## src/hdl/rcpa_pkg.sv

```systemverilog
`timescale 1ns / 1ps
// ----------------------------------------------------------------------------
// rcpa_pkg
// shared widths, register codes and reset values for the rc pwm capture block
// ----------------------------------------------------------------------------
package rcpa_pkg;

    localparam int COUNTER_WIDTH_DEF = 16;
    localparam int NUM_CHANNELS_DEF  = 5;
    localparam int CH_W_MIN          = 3;

    localparam int CFG_IDX_W  = 2;
    localparam int CFG_DATA_W = 16;

    typedef enum logic [CFG_IDX_W-1:0] {
        CFG_THROTTLE_ARM_MIN    = 2'd0,
        CFG_THROTTLE_OFFSET_MIN = 2'd1,
        CFG_STICK_LOW_MAX       = 2'd2,
        CFG_STICK_HIGH_MIN      = 2'd3
    } t_cfg_idx;

    localparam logic [CFG_DATA_W-1:0] RST_THROTTLE_ARM_MIN    = 16'd8000;
    localparam logic [CFG_DATA_W-1:0] RST_THROTTLE_OFFSET_MIN = 16'd8200;
    localparam logic [CFG_DATA_W-1:0] RST_STICK_LOW_MAX       = 16'd8300;
    localparam logic [CFG_DATA_W-1:0] RST_STICK_HIGH_MIN      = 16'd14600;

    localparam int CH_ROLL     = 0;
    localparam int CH_PITCH    = 1;
    localparam int CH_THROTTLE = 2;

    // channel field width: at least three bits, more when the channel count needs it
    function automatic int ch_width(input int num_channels);
        int w;
        w = $clog2(num_channels);
        return (w > CH_W_MIN) ? w : CH_W_MIN;
    endfunction

endpackage

```

## src/hdl/rcpa_in_if.sv

```systemverilog
`timescale 1ns / 1ps
// ----------------------------------------------------------------------------
// rcpa_in_if
// edge capture event channel: channel number, counter value, pin level
// ----------------------------------------------------------------------------
interface rcpa_in_if #(
    parameter int CH_W  = rcpa_pkg::CH_W_MIN,
    parameter int CNT_W = rcpa_pkg::COUNTER_WIDTH_DEF
);
    logic             valid;
    logic             ready;
    logic [CH_W-1:0]  channel;
    logic [CNT_W-1:0] capture_value;
    logic             pin_level;

    modport source (output valid, output channel, output capture_value,
                    output pin_level, input ready);
    modport sink   (input valid, input channel, input capture_value,
                    input pin_level, output ready);
endinterface

```

## src/hdl/rcpa_out_if.sv

```systemverilog
`timescale 1ns / 1ps
// ----------------------------------------------------------------------------
// rcpa_out_if
// result channel: echoed channel, measured width and arming status
// ----------------------------------------------------------------------------
interface rcpa_out_if #(
    parameter int CH_W  = rcpa_pkg::CH_W_MIN,
    parameter int CNT_W = rcpa_pkg::COUNTER_WIDTH_DEF
);
    logic             valid;
    logic             ready;
    logic [CH_W-1:0]  channel_echo;
    logic             width_valid;
    logic [CNT_W-1:0] pulse_width;
    logic             armed;
    logic             offset_request;

    modport source (output valid, output channel_echo, output width_valid,
                    output pulse_width, output armed, output offset_request,
                    input ready);
    modport sink   (input valid, input channel_echo, input width_valid,
                    input pulse_width, input armed, input offset_request,
                    output ready);
endinterface

```

## src/hdl/rcpa_cfg_if.sv

```systemverilog
`timescale 1ns / 1ps
// ----------------------------------------------------------------------------
// rcpa_cfg_if
// configuration write channel: register index and write data
// ----------------------------------------------------------------------------
interface rcpa_cfg_if;
    import rcpa_pkg::*;

    logic                  valid;
    logic                  ready;
    logic [CFG_IDX_W-1:0]  index;
    logic [CFG_DATA_W-1:0] data;

    modport source (output valid, output index, output data, input ready);
    modport sink   (input valid, input index, input data, output ready);
endinterface

```

## src/hdl/rc_pwm_capture_arming.sv

```systemverilog
`timescale 1ns / 1ps
// ----------------------------------------------------------------------------
// rc_pwm_capture_arming
// rc receiver pulse width capture with stick gesture arming
// ----------------------------------------------------------------------------
// Each input item is one edge capture event (channel, counter value at the
// edge, pin level after it). A falling edge yields the pulse width as the
// counter difference to that channel's previous edge, modulo 2^COUNTER_WIDTH.
// After every item the roll, pitch and throttle widths, including the one
// just measured, are checked against the four threshold registers to set or
// clear armed and to flag an offset request. The block takes one item per
// clock unless stalled; its result is in the output register in the cycle
// after the item is taken, and a new item is taken in the same cycle the held
// result is taken. Edge times and widths live in a small per-channel register
// file written and read in the same cycle, which sets the one-item-per-clock
// figure. The configuration port is always ready. Channels at or above
// NUM_CHANNELS leave per-channel state alone but still produce a result.
// ----------------------------------------------------------------------------
module rc_pwm_capture_arming #(
    parameter int COUNTER_WIDTH = rcpa_pkg::COUNTER_WIDTH_DEF,
    parameter int NUM_CHANNELS  = rcpa_pkg::NUM_CHANNELS_DEF
) (
    input  logic        i_clk,
    input  logic        i_rst_n,
    rcpa_in_if.sink     i_in,
    rcpa_out_if.source  o_out,
    rcpa_cfg_if.sink    i_cfg
);
    import rcpa_pkg::*;

    localparam int CH_W     = ch_width(NUM_CHANNELS);
    localparam int CH_IDX_W = $clog2(NUM_CHANNELS);
    localparam int CMP_W    = (COUNTER_WIDTH > CFG_DATA_W) ? COUNTER_WIDTH : CFG_DATA_W;

    // threshold registers
    logic [CFG_DATA_W-1:0] r_thr_arm_min;
    logic [CFG_DATA_W-1:0] r_thr_offset_min;
    logic [CFG_DATA_W-1:0] r_stick_low_max;
    logic [CFG_DATA_W-1:0] r_stick_high_min;

    // per-channel state
    logic [COUNTER_WIDTH-1:0] r_last_edge [NUM_CHANNELS];
    logic [COUNTER_WIDTH-1:0] r_ch_width  [NUM_CHANNELS];
    logic                     r_armed;

    // output register
    logic                     r_out_valid;
    logic [CH_W-1:0]          r_out_channel;
    logic                     r_out_width_valid;
    logic [COUNTER_WIDTH-1:0] r_out_width;
    logic                     r_out_armed;
    logic                     r_out_offset;

    logic                     w_in_fire;
    logic                     w_ch_ok;
    logic [CH_IDX_W-1:0]      w_idx;
    logic                     w_meas;
    logic [COUNTER_WIDTH-1:0] w_width;
    logic [CMP_W-1:0]         w_roll;
    logic [CMP_W-1:0]         w_pitch;
    logic [CMP_W-1:0]         w_thr;
    logic [CMP_W-1:0]         w_arm_min;
    logic [CMP_W-1:0]         w_offset_min;
    logic [CMP_W-1:0]         w_low_max;
    logic [CMP_W-1:0]         w_high_min;
    logic                     w_arm;
    logic                     w_disarm;
    logic                     w_offset;
    logic                     n_armed;

    // ------------------------------------------------------------------------
    // handshakes: take an item when the output register is free or draining
    // ------------------------------------------------------------------------
    assign i_in.ready  = i_rst_n && (!r_out_valid || o_out.ready);
    assign w_in_fire   = i_in.valid && i_in.ready;
    assign i_cfg.ready = 1'b1;

    // ------------------------------------------------------------------------
    // width measurement
    // ------------------------------------------------------------------------
    assign w_ch_ok = 32'(i_in.channel) < NUM_CHANNELS;
    assign w_idx   = i_in.channel[CH_IDX_W-1:0];
    assign w_meas  = w_ch_ok && !i_in.pin_level;
    assign w_width = i_in.capture_value - r_last_edge[w_idx];

    // ------------------------------------------------------------------------
    // gesture check on the widths as they stand after this item
    // ------------------------------------------------------------------------
    always_comb begin
        w_roll  = CMP_W'(r_ch_width[CH_ROLL]);
        w_pitch = CMP_W'(r_ch_width[CH_PITCH]);
        w_thr   = CMP_W'(r_ch_width[CH_THROTTLE]);
        // bypass the width written by this very item
        if (w_meas && (w_idx == CH_IDX_W'(CH_ROLL))) begin
            w_roll = CMP_W'(w_width);
        end
        if (w_meas && (w_idx == CH_IDX_W'(CH_PITCH))) begin
            w_pitch = CMP_W'(w_width);
        end
        if (w_meas && (w_idx == CH_IDX_W'(CH_THROTTLE))) begin
            w_thr = CMP_W'(w_width);
        end
    end

    assign w_arm_min    = CMP_W'(r_thr_arm_min);
    assign w_offset_min = CMP_W'(r_thr_offset_min);
    assign w_low_max    = CMP_W'(r_stick_low_max);
    assign w_high_min   = CMP_W'(r_stick_high_min);

    assign w_arm    = (w_thr > w_arm_min) && (w_thr < w_low_max)
                   && (w_pitch < w_low_max) && (w_roll < w_low_max);
    assign w_offset = (w_thr > w_offset_min) && (w_thr < w_low_max)
                   && (w_pitch > w_high_min) && (w_roll > w_high_min);
    assign w_disarm = (w_thr < w_low_max) && (w_pitch < w_low_max)
                   && (w_roll > w_high_min);

    // disarm wins over arm
    always_comb begin
        n_armed = r_armed;
        if (w_arm) begin
            n_armed = 1'b1;
        end
        if (w_disarm) begin
            n_armed = 1'b0;
        end
    end

    // ------------------------------------------------------------------------
    // configuration registers
    // ------------------------------------------------------------------------
    always_ff @(posedge i_clk) begin
        if (!i_rst_n) begin
            r_thr_arm_min    <= RST_THROTTLE_ARM_MIN;
            r_thr_offset_min <= RST_THROTTLE_OFFSET_MIN;
            r_stick_low_max  <= RST_STICK_LOW_MAX;
            r_stick_high_min <= RST_STICK_HIGH_MIN;
        end else if (i_cfg.valid && i_cfg.ready) begin
            unique case (t_cfg_idx'(i_cfg.index))
                CFG_THROTTLE_ARM_MIN:    r_thr_arm_min    <= i_cfg.data;
                CFG_THROTTLE_OFFSET_MIN: r_thr_offset_min <= i_cfg.data;
                CFG_STICK_LOW_MAX:       r_stick_low_max  <= i_cfg.data;
                CFG_STICK_HIGH_MIN:      r_stick_high_min <= i_cfg.data;
                default: ;
            endcase
        end
    end

    // ------------------------------------------------------------------------
    // per-channel state and armed flag
    // ------------------------------------------------------------------------
    always_ff @(posedge i_clk) begin
        if (!i_rst_n) begin
            for (int k = 0; k < NUM_CHANNELS; k++) begin
                r_last_edge[k] <= '0;
                r_ch_width[k]  <= '0;
            end
            r_armed <= 1'b0;
        end else if (w_in_fire) begin
            if (w_ch_ok) begin
                r_last_edge[w_idx] <= i_in.capture_value;
            end
            if (w_meas) begin
                r_ch_width[w_idx] <= w_width;
            end
            r_armed <= n_armed;
        end
    end

    // ------------------------------------------------------------------------
    // output register
    // ------------------------------------------------------------------------
    always_ff @(posedge i_clk) begin
        if (!i_rst_n) begin
            r_out_valid <= 1'b0;
        end else if (w_in_fire) begin
            r_out_valid <= 1'b1;
        end else if (o_out.ready) begin
            r_out_valid <= 1'b0;
        end
    end

    always_ff @(posedge i_clk) begin
        if (w_in_fire) begin
            r_out_channel     <= i_in.channel;
            r_out_width_valid <= w_meas;
            r_out_width       <= w_meas ? w_width : '0;
            r_out_armed       <= n_armed;
            r_out_offset      <= w_offset;
        end
    end

    assign o_out.valid          = r_out_valid;
    assign o_out.channel_echo   = r_out_channel;
    assign o_out.width_valid    = r_out_width_valid;
    assign o_out.pulse_width    = r_out_width;
    assign o_out.armed          = r_out_armed;
    assign o_out.offset_request = r_out_offset;

    // ------------------------------------------------------------------------
    // assertions
    // ------------------------------------------------------------------------
    a_ready_when_empty : assert property (@(posedge i_clk) disable iff (!i_rst_n)
        !r_out_valid |-> i_in.ready)
        else $error("input stalled with empty output register");

    a_width_only_on_fall : assert property (@(posedge i_clk) disable iff (!i_rst_n)
        w_in_fire |=> (o_out.width_valid == (!$past(i_in.pin_level)
                        && (32'($past(i_in.channel)) < NUM_CHANNELS))))
        else $error("width_valid does not match edge and channel");

    a_zero_width_when_idle : assert property (@(posedge i_clk) disable iff (!i_rst_n)
        (o_out.valid && !o_out.width_valid) |-> (o_out.pulse_width == '0))
        else $error("pulse width nonzero without a measurement");

    a_armed_tracks_state : assert property (@(posedge i_clk) disable iff (!i_rst_n)
        w_in_fire |=> (o_out.armed == r_armed))
        else $error("reported armed differs from armed flag");

    a_arm_needs_item : assert property (@(posedge i_clk) disable iff (!i_rst_n)
        $rose(r_armed) |-> $past(w_in_fire))
        else $error("armed flag set without an item");

endmodule

```

## src/flat_wrapper.sv

```systemverilog
// flat-port wrapper written by rule: the top's interface ports become plain ports
module rc_pwm_capture_arming_flat import rcpa_pkg::*;
#(
    parameter int COUNTER_WIDTH = rcpa_pkg::COUNTER_WIDTH_DEF,
    parameter int NUM_CHANNELS  = rcpa_pkg::NUM_CHANNELS_DEF
)
  (i_clk, i_rst_n, i_in_valid, i_in_channel, i_in_capture_value, i_in_pin_level, i_in_ready, o_out_valid, o_out_channel_echo, o_out_width_valid, o_out_pulse_width, o_out_armed, o_out_offset_request, o_out_ready, i_cfg_valid, i_cfg_index, i_cfg_data, i_cfg_ready);
  rcpa_in_if #(.CH_W((ch_width((NUM_CHANNELS_DEF)))), .CNT_W((COUNTER_WIDTH_DEF))) i_in_i ();
  rcpa_out_if #(.CH_W((ch_width((NUM_CHANNELS_DEF)))), .CNT_W((COUNTER_WIDTH_DEF))) o_out_i ();
  rcpa_cfg_if i_cfg_i ();
  input  logic i_clk;
  input  logic i_rst_n;
  input wire logic [$bits(i_in_i.valid)-1:0] i_in_valid;
  input wire logic [$bits(i_in_i.channel)-1:0] i_in_channel;
  input wire logic [$bits(i_in_i.capture_value)-1:0] i_in_capture_value;
  input wire logic [$bits(i_in_i.pin_level)-1:0] i_in_pin_level;
  output wire logic [$bits(i_in_i.ready)-1:0] i_in_ready;
  output wire logic [$bits(o_out_i.valid)-1:0] o_out_valid;
  output wire logic [$bits(o_out_i.channel_echo)-1:0] o_out_channel_echo;
  output wire logic [$bits(o_out_i.width_valid)-1:0] o_out_width_valid;
  output wire logic [$bits(o_out_i.pulse_width)-1:0] o_out_pulse_width;
  output wire logic [$bits(o_out_i.armed)-1:0] o_out_armed;
  output wire logic [$bits(o_out_i.offset_request)-1:0] o_out_offset_request;
  input wire logic [$bits(o_out_i.ready)-1:0] o_out_ready;
  input wire logic [$bits(i_cfg_i.valid)-1:0] i_cfg_valid;
  input wire logic [$bits(i_cfg_i.index)-1:0] i_cfg_index;
  input wire logic [$bits(i_cfg_i.data)-1:0] i_cfg_data;
  output wire logic [$bits(i_cfg_i.ready)-1:0] i_cfg_ready;
  assign i_in_i.valid = i_in_valid;
  assign i_in_i.channel = i_in_channel;
  assign i_in_i.capture_value = i_in_capture_value;
  assign i_in_i.pin_level = i_in_pin_level;
  assign i_in_ready = i_in_i.ready;
  assign o_out_valid = o_out_i.valid;
  assign o_out_channel_echo = o_out_i.channel_echo;
  assign o_out_width_valid = o_out_i.width_valid;
  assign o_out_pulse_width = o_out_i.pulse_width;
  assign o_out_armed = o_out_i.armed;
  assign o_out_offset_request = o_out_i.offset_request;
  assign o_out_i.ready = o_out_ready;
  assign i_cfg_i.valid = i_cfg_valid;
  assign i_cfg_i.index = i_cfg_index;
  assign i_cfg_i.data = i_cfg_data;
  assign i_cfg_ready = i_cfg_i.ready;
  rc_pwm_capture_arming #(.COUNTER_WIDTH(COUNTER_WIDTH), .NUM_CHANNELS(NUM_CHANNELS)) u_core (.i_clk(i_clk), .i_rst_n(i_rst_n), .i_in(i_in_i), .o_out(o_out_i), .i_cfg(i_cfg_i));
endmodule
```

## config.mk

```make
export PLATFORM = sky130hd
export DESIGN_NAME = rc_pwm_capture_arming_flat
export DESIGN_NICKNAME = d
export VERILOG_FILES = /design/src/hdl/rcpa_pkg.sv /design/src/hdl/rcpa_in_if.sv /design/src/hdl/rcpa_out_if.sv /design/src/hdl/rcpa_cfg_if.sv /design/src/hdl/rc_pwm_capture_arming.sv /design/src/flat_wrapper.sv
export SDC_FILE = /design/constraint.sdc
export NUM_CORES = 1
export LEC_CHECK = 0
export ABC_AREA = 0
export BUFFER_PORTS_ARGS = -buffer_cell sky130_fd_sc_hd__buf_2
export CAP_MARGIN = 20
export CORE_UTILIZATION = 62
export CTS_CLUSTER_DIAMETER = 30
export DETAILED_ROUTE_END_ITERATION = 16
export GPL_TIMING_DRIVEN = 1
export PLACE_DENSITY_LB_ADDON = 0.3
export SKIP_CTS_REPAIR_TIMING = 1
export SLEW_MARGIN = 20
export SYNTH_ARGS = -nofsm -noshare
export SYNTH_HDL_FRONTEND = slang
export SYNTH_SLANG_ARGS = --single-unit
export TNS_END_PERCENT = 5
```

## constraint.sdc

```tcl
create_clock -name i_clk -period 6.9 [get_ports i_clk]
set_input_delay 0.345 -clock i_clk [delete_from_list [all_inputs] [get_ports i_clk]]
set_output_delay 0.345 -clock i_clk [all_outputs]
set_load 0.005 [all_outputs]
```

==> results.ini, run 1 <==
[place]
place_ws_ps=1050
dpl.hpwl_um=23600
gp_congestion=0.912
port_buffers=66

[min_path]
hp-class=input port to register
hold_start=i_in_valid
worstHoldEndpoint=u_core.o_out.valid
holdPathStages=3

[sta]
max_freq_mhz=184
hold_violations=0
maxSlewViolCount=0
final.setup.worst_slack_ps=1470
hold_ws_ps=33.4
setup_viol=0
fin_crit_ps=5430
slew_headroom_pct=28.5
finalClockSkew_ps=27.0
grt_setup_unrepaired=false
fin_crit_sh_pct=78.7
finalSetupTns_ps=0
worstMarginPinSlew_ps=1070

[worst_setup_path]
rrSetupSlack_ps=1590
worst_setup_path_end_kind=register
reg2reg_to=u_core.o_out.armed
cp-start-kind=input port
timing.rr.start=u_core.r_last_edge[5][1]
ff2ff_path_depth=17
cp-startpoint=i_in_channel[1]
crit_fanout=28
worstPathRequired_ps=7160
critPathKind=input port to register
critPathArrivalTime_ps=5700

[logic_synthesis]
ys_async_sr_fraction_pct=0
synth_top_cell_area_share_pct=42.2
syn-cell-area_mm2=0.0141
yosys-top-cells-count=198 x edfxtp_1, 183 x nand2_1, 125 x ha_1
ys_seq_area_share_pct=51.6
synth_seq_cells=264
postSynthCellCount=1312
synth.area.top_cells=edfxtp_1 42%, ha_1 11%, dfxtp_1 9.4%, nand2_1 4.9%, mux4_2 3.8%
synth_cell_types=64
syn_avg_cell_area_um2=10.7
synth_edf_count=198
ys_warn_count=0
synth_most_common_cell=edfxtp_1
ys.flop_type=edfxtp_1
yosysTopAreaCell=edfxtp_1

[run]
drv_cap=0

[global_route]
grt_pass1_vias=10300
grt_pass1_wl_um=54500
grt.met3_usage_pct=4.58
antenna_found_initial=0
grt.overflow.total=0
grt_start_max_net_pins=49
globalRouteMet1Util_pct=36.3
grtUsageMet2_pct=53.8
busiest_layer=met2
grtUsageTotal_pct=30.4

[pwr]
finalPower_mw=4.80
p_per_area_mw_per_mm2=291
leakage_nw=6.78
vdd_drop_max_mv=0.215

[layout]
layout-drive-gt1-share_pct=14.1
final_nets=1601
area_growth_pct=17.0
antennaDiodeCount=0

[floorplanning]
die-width_um=153
rows=54
coreArea_mm2=0.0220
ios=68
initial_core_util_pct=63.9
die_height_um=153
die-area_mm2=0.0233

[detailed_routing]
firstDrtPassIters=13
dr_total_vias=10400
wl_per_cell_um=19.9
drc=2
ant_nets=0
drt-initial-drc-count=802
wl_um=34800
avgViaCountPerCell=5.95

[clocking]
cts.htree.levels=2
path_clk_slew_ps=50
insertion_delay_ps=550
cts_sinks=264
cts_buffers=48
cts_root_buffer=clkbuf_16
ctsLongestPathBuffers=3
cts_tree=built

[status]
status=complete, but fails checks
violations=design-rule violations

==> sequential cells by signal, summed over array words and instances, names as in the netlist <==
signal                       cells
u_core.r_last_edge             128
u_core.r_ch_width               48
u_core.o_out.pulse_width        16
u_core.r_stick_high_min         16
u_core.r_stick_low_max          16
u_core.r_thr_arm_min            16
u_core.r_thr_offset_min         16
u_core.o_out.channel_echo        3
u_core.o_out.armed               1
u_core.o_out.offset_request      1
u_core.o_out.valid               1
u_core.o_out.width_valid         1
u_core.r_armed                   1
==> cell families after synthesis <==
logic type | Yosys count | synth area share, %
muxes | 44 | 5.31
DFF | 264 | 51.6
adders and majority gates | 126 | 11.3
other | 2 | 0.0533
and+or+nand+nor | 462 | 15.8
AOI/OAI and AO/OA | 264 | 11.4
xor gates and xnor gates | 10 | 0.622
buffers and inverters | 140 | 3.92
==> cell usage in the layout (no fill, tap or decap), drive strengths merged, types with 7 or more instances in the layout <==
cell    instances
a21o           18
a21oi         101
a31oi           7
and2           84
and3           10
buf            86
bufinv          8
clkbuf         55
clkinv         22
conb           49
dfxtp          66
edfxtp        198
ha            125
inv            78
mux2i          15
mux4           24
nand2         183
nand2b          7
nand3          16
nand4          18
nor2           86
nor2b          12
nor3           17
o211ai         29
o21a           11
o21ai          64
or2             7
xnor2           7
==> area by class of cell <==
type	count	area, um2
clock buffers	55	1250
well taps	280	350
multi-input cells	955	6440
inverters	77	289
repair buffers	86	480
clock inverters	34	399
flip-flops and latches	264	7270
fillers	1484	5550
==> per-layer routing <==
metal	part of all wire, %	routed length, um
met5	0	0
met4	3.7	1280
met2	51	17900
met3	7.0	2450
met1	38	13200
==> worst max-delay path by stage <==
stage                          to
2_1_floorplan  u_core.o_out.armed
3_3_place_gp   u_core.o_out.armed
3_5_place_dp   u_core.o_out.armed
4_1_cts        u_core.o_out.armed
5_1_grt        u_core.o_out.armed
6_report       u_core.o_out.armed
==> report_power, final <==
group	switching (mW)	total [mW]	internal [mW]	leakage, nW
Clock	0.773	2.36	1.59	0.803
Sequential	0.0255	1.82	1.80	2.55
Combinational	0.392	0.614	0.222	3.43
==> through the flow <==
step	std cells	instance area [um2]	utilization (%)
detailed placement	1662	14800	67.3
floorplan	1359	14300	-
global placement	1662	14800	67.3
global route	1751	16500	74.8
finish	1751	16500	74.8
CTS	1751	16500	74.8
==> worst max-delay path, cell delays in order <==
cell and delay (ps):
buf_2 570, mux4_2 600, mux2i_1 280, ha_1 290, nor2b_1 120, o21ai_1 180, a21oi_1 190, o31ai_1 440
a31oi_1 170, xnor2_1 560, o21ai_0 250, ha_1 360, a21oi_1 160, o21ai_0 150, a311oi_1 300, a21oi_1 150
nor4_1 470, a21oi_1 80
Note: power is estimated with default switching activity, not from simulation.
==> inputs of run 2 (changes only) <==
- ABC_AREA: 0 -> 1
- clock period: 6.9 -> 5.4 ns (I/O delays scaled with it)
==> results.ini, run 2 <==
[floorplanning]
die_height_um=150
initial_core_util_pct=64.0
die-area_mm2=0.0225
coreArea_mm2=0.0212
ios=68
rows=53
die-width_um=150

[clocking]
cts_tree=built
insertion_delay_ps=560
cts.htree.levels=2
cts_sinks=264
cts_buffers=50
cts_root_buffer=clkbuf_16
ctsLongestPathBuffers=3
path_clk_slew_ps=50

[sta]
worstMarginPinSlew_ps=957
maxSlewViolCount=0
hold_violations=3
max_freq_mhz=215
final.setup.worst_slack_ps=748
setup_viol=0
finalSetupTns_ps=0
slew_headroom_pct=36.1
hold_ws_ps=-12.6
fin_crit_ps=4650
grt_setup_unrepaired=false
fin_crit_sh_pct=86.2
finalClockSkew_ps=18.1

[logic_synthesis]
synth_most_common_cell=nor2_1
yosys-top-cells-count=225 x nor2_1, 198 x edfxtp_1, 192 x nand2_1
synth_edf_count=198
syn_avg_cell_area_um2=9.54
synth.area.top_cells=edfxtp_1 44%, ha_1 12%, dfxtp_1 9.7%, nor2_1 6.2%, o21ai_0 5.6%
postSynthCellCount=1422
synth_cell_types=43
syn-cell-area_mm2=0.0136
ys_async_sr_fraction_pct=0
yosysTopAreaCell=edfxtp_1
ys_warn_count=0
synth_top_cell_area_share_pct=43.8
ys.flop_type=edfxtp_1
ys_seq_area_share_pct=53.5
synth_seq_cells=264

[layout]
regMostFlops=u_core.r_last_edge
mostFrequentLayoutCells=225 x nor2_1, 198 x edfxtp_1, 192 x nand2_1
largest_register_ffs=128
regArea_mm2=0.00727
largestRegisters=u_core.r_last_edge x128, u_core.r_ch_width x48
final_nets=1748
area_growth_pct=21.4
final_common_cell=nor2_1
layout-drive-gt1-share_pct=12.4
antennaDiodeCount=0
multiInputGateArea_mm2=0.00575
stdcell_count=1896
fillerInstances=1363

[detailed_routing]
wl_per_cell_um=19.7
ant_nets=0
avgViaCountPerCell=5.90
dr_total_vias=11200
drt-initial-drc-count=865
firstDrtPassIters=5
drc=0
wl_um=37400

[pwr]
vdd_drop_max_mv=0.377
leakage_nw=7.18
p_per_area_mw_per_mm2=403

[place]
dpl.hpwl_um=25400
place_ws_ps=330
port_buffers=66
gp_congestion=0.992
place_inst=1790

[worst_setup_path]
crit_fanout=34
critPathKind=input port to register
worst_setup_path_end_kind=register
cp-start-kind=input port
worstPathRequired_ps=5690
critPathArrivalTime_ps=4940

[global_route]
grt.met3_usage_pct=6.10
grtUsageMet2_pct=60.3
grt_pass1_wl_um=57300
globalRouteMet1Util_pct=38.1
grt_start_max_net_pins=68
grtUsageTotal_pct=33.9
grt_pass1_vias=11000
busiest_layer=met2
grt.overflow.total=0
antenna_found_initial=0

[min_path]
hp-class=input port to register

[run]
drv_cap=0

[status]
status=complete, but fails checks
violations=negative hold slack

run 2: changes by cell type in the layout (fill, tap and decap cells not counted), sizes merged, moves of 11 or more:
cell	change
buf	+12
inv	+65
a21oi	+15
clkinv	-12
o21ai	+94
a21o	-15
dlygate4sd3	+11
o22ai	+11
nor2	+144
and2	-81
nor2b	-12
mux2i	-15
mux4	-24
run 2: path summary, 6_finish.rpt:
check / start / endpoint / slack [ps] / depth (start not counted)
max: i_in_channel[0] / u_core.o_out.offset_request / 750 / 26
min: i_cfg_data[6] / u_core.r_thr_arm_min[6] / -10 / 3
max reg2reg: u_core.r_last_edge[6][4] / u_core.o_out.offset_request / 840 / 22
min reg2reg: u_core.r_thr_arm_min[7] / u_core.r_thr_arm_min[7] / 460 / 2
run 2: worst max-delay path, stage by stage:
cell       delay, ps
buf_2            140
inv_2            260
buf_4            400
nor2_2           100
nand2_1           70
o2111ai_1        100
a221oi_1         240
ha_1             330
a21o_1           200
a31oi_1          190
nand2_1          130
inv_1             70
nor2_1            30
o21ai_0          140
nand2_1           80
xnor2_1          530
o21ai_0          320
ha_1             380
nand2_1           50
nor2_1           110
nand2_1          130
nor3_1           220
a21oi_1           70
nand2_1          120
nor2_1            60
and3_1           170
run 2: metrics by stage:
| step | hold slack [ps] | cell area, um2 | utilization (%) | total power, mW |
|---|---|---|---|---|
| after floorplan | 369 | 13700 | - | 2.86 |
| after global placement | 448 | 14500 | 68.2 | 3.14 |
| after detailed placement | 459 | 14500 | 68.2 | 3.16 |
| after CTS | -50.1 | 16400 | 77.1 | 6.62 |
| after global routing | 4.05 | 16500 | 77.6 | 6.83 |
| final | -12.6 | 16500 | 77.6 | 6.64 |
run 2: layout make-up:
cell class	instances	area share (%)
Sequential cell	264	44.1
Multi-Input combinational cell	1014	34.9
Clock buffer	63	8.45
Timing Repair Buffer	109	4.23
Inverter	140	3.19
Clock inverter	31	3.04
Tap cell	275	2.09
run 2: kinds of logic after synthesis:
family / after synthesis / synth area share [%]
simple gates: 473 / 13.9
compound gates: 353 / 14.6
flops: 264 / 53.5
buf+inv: 191 / 5.38
fa+ha+maj: 126 / 11.7
xor+xnor: 13 / 0.839
other cells: 2 / 0.0553
run 2: report_power, final:
group	total [mW]	switching (mW)	internal [mW]
Clock	3.48	1.08	2.40
Sequential	2.33	0.0332	2.30
Combinational	0.834	0.562	0.272
Total	6.64	1.67	4.97
run 2: layer usage:
metal  wire [um]  share of wire [%]
met1       13400                 36
met5           0                  0
met4        1900                5.1
met3        3050                8.1
met2       19100                 51
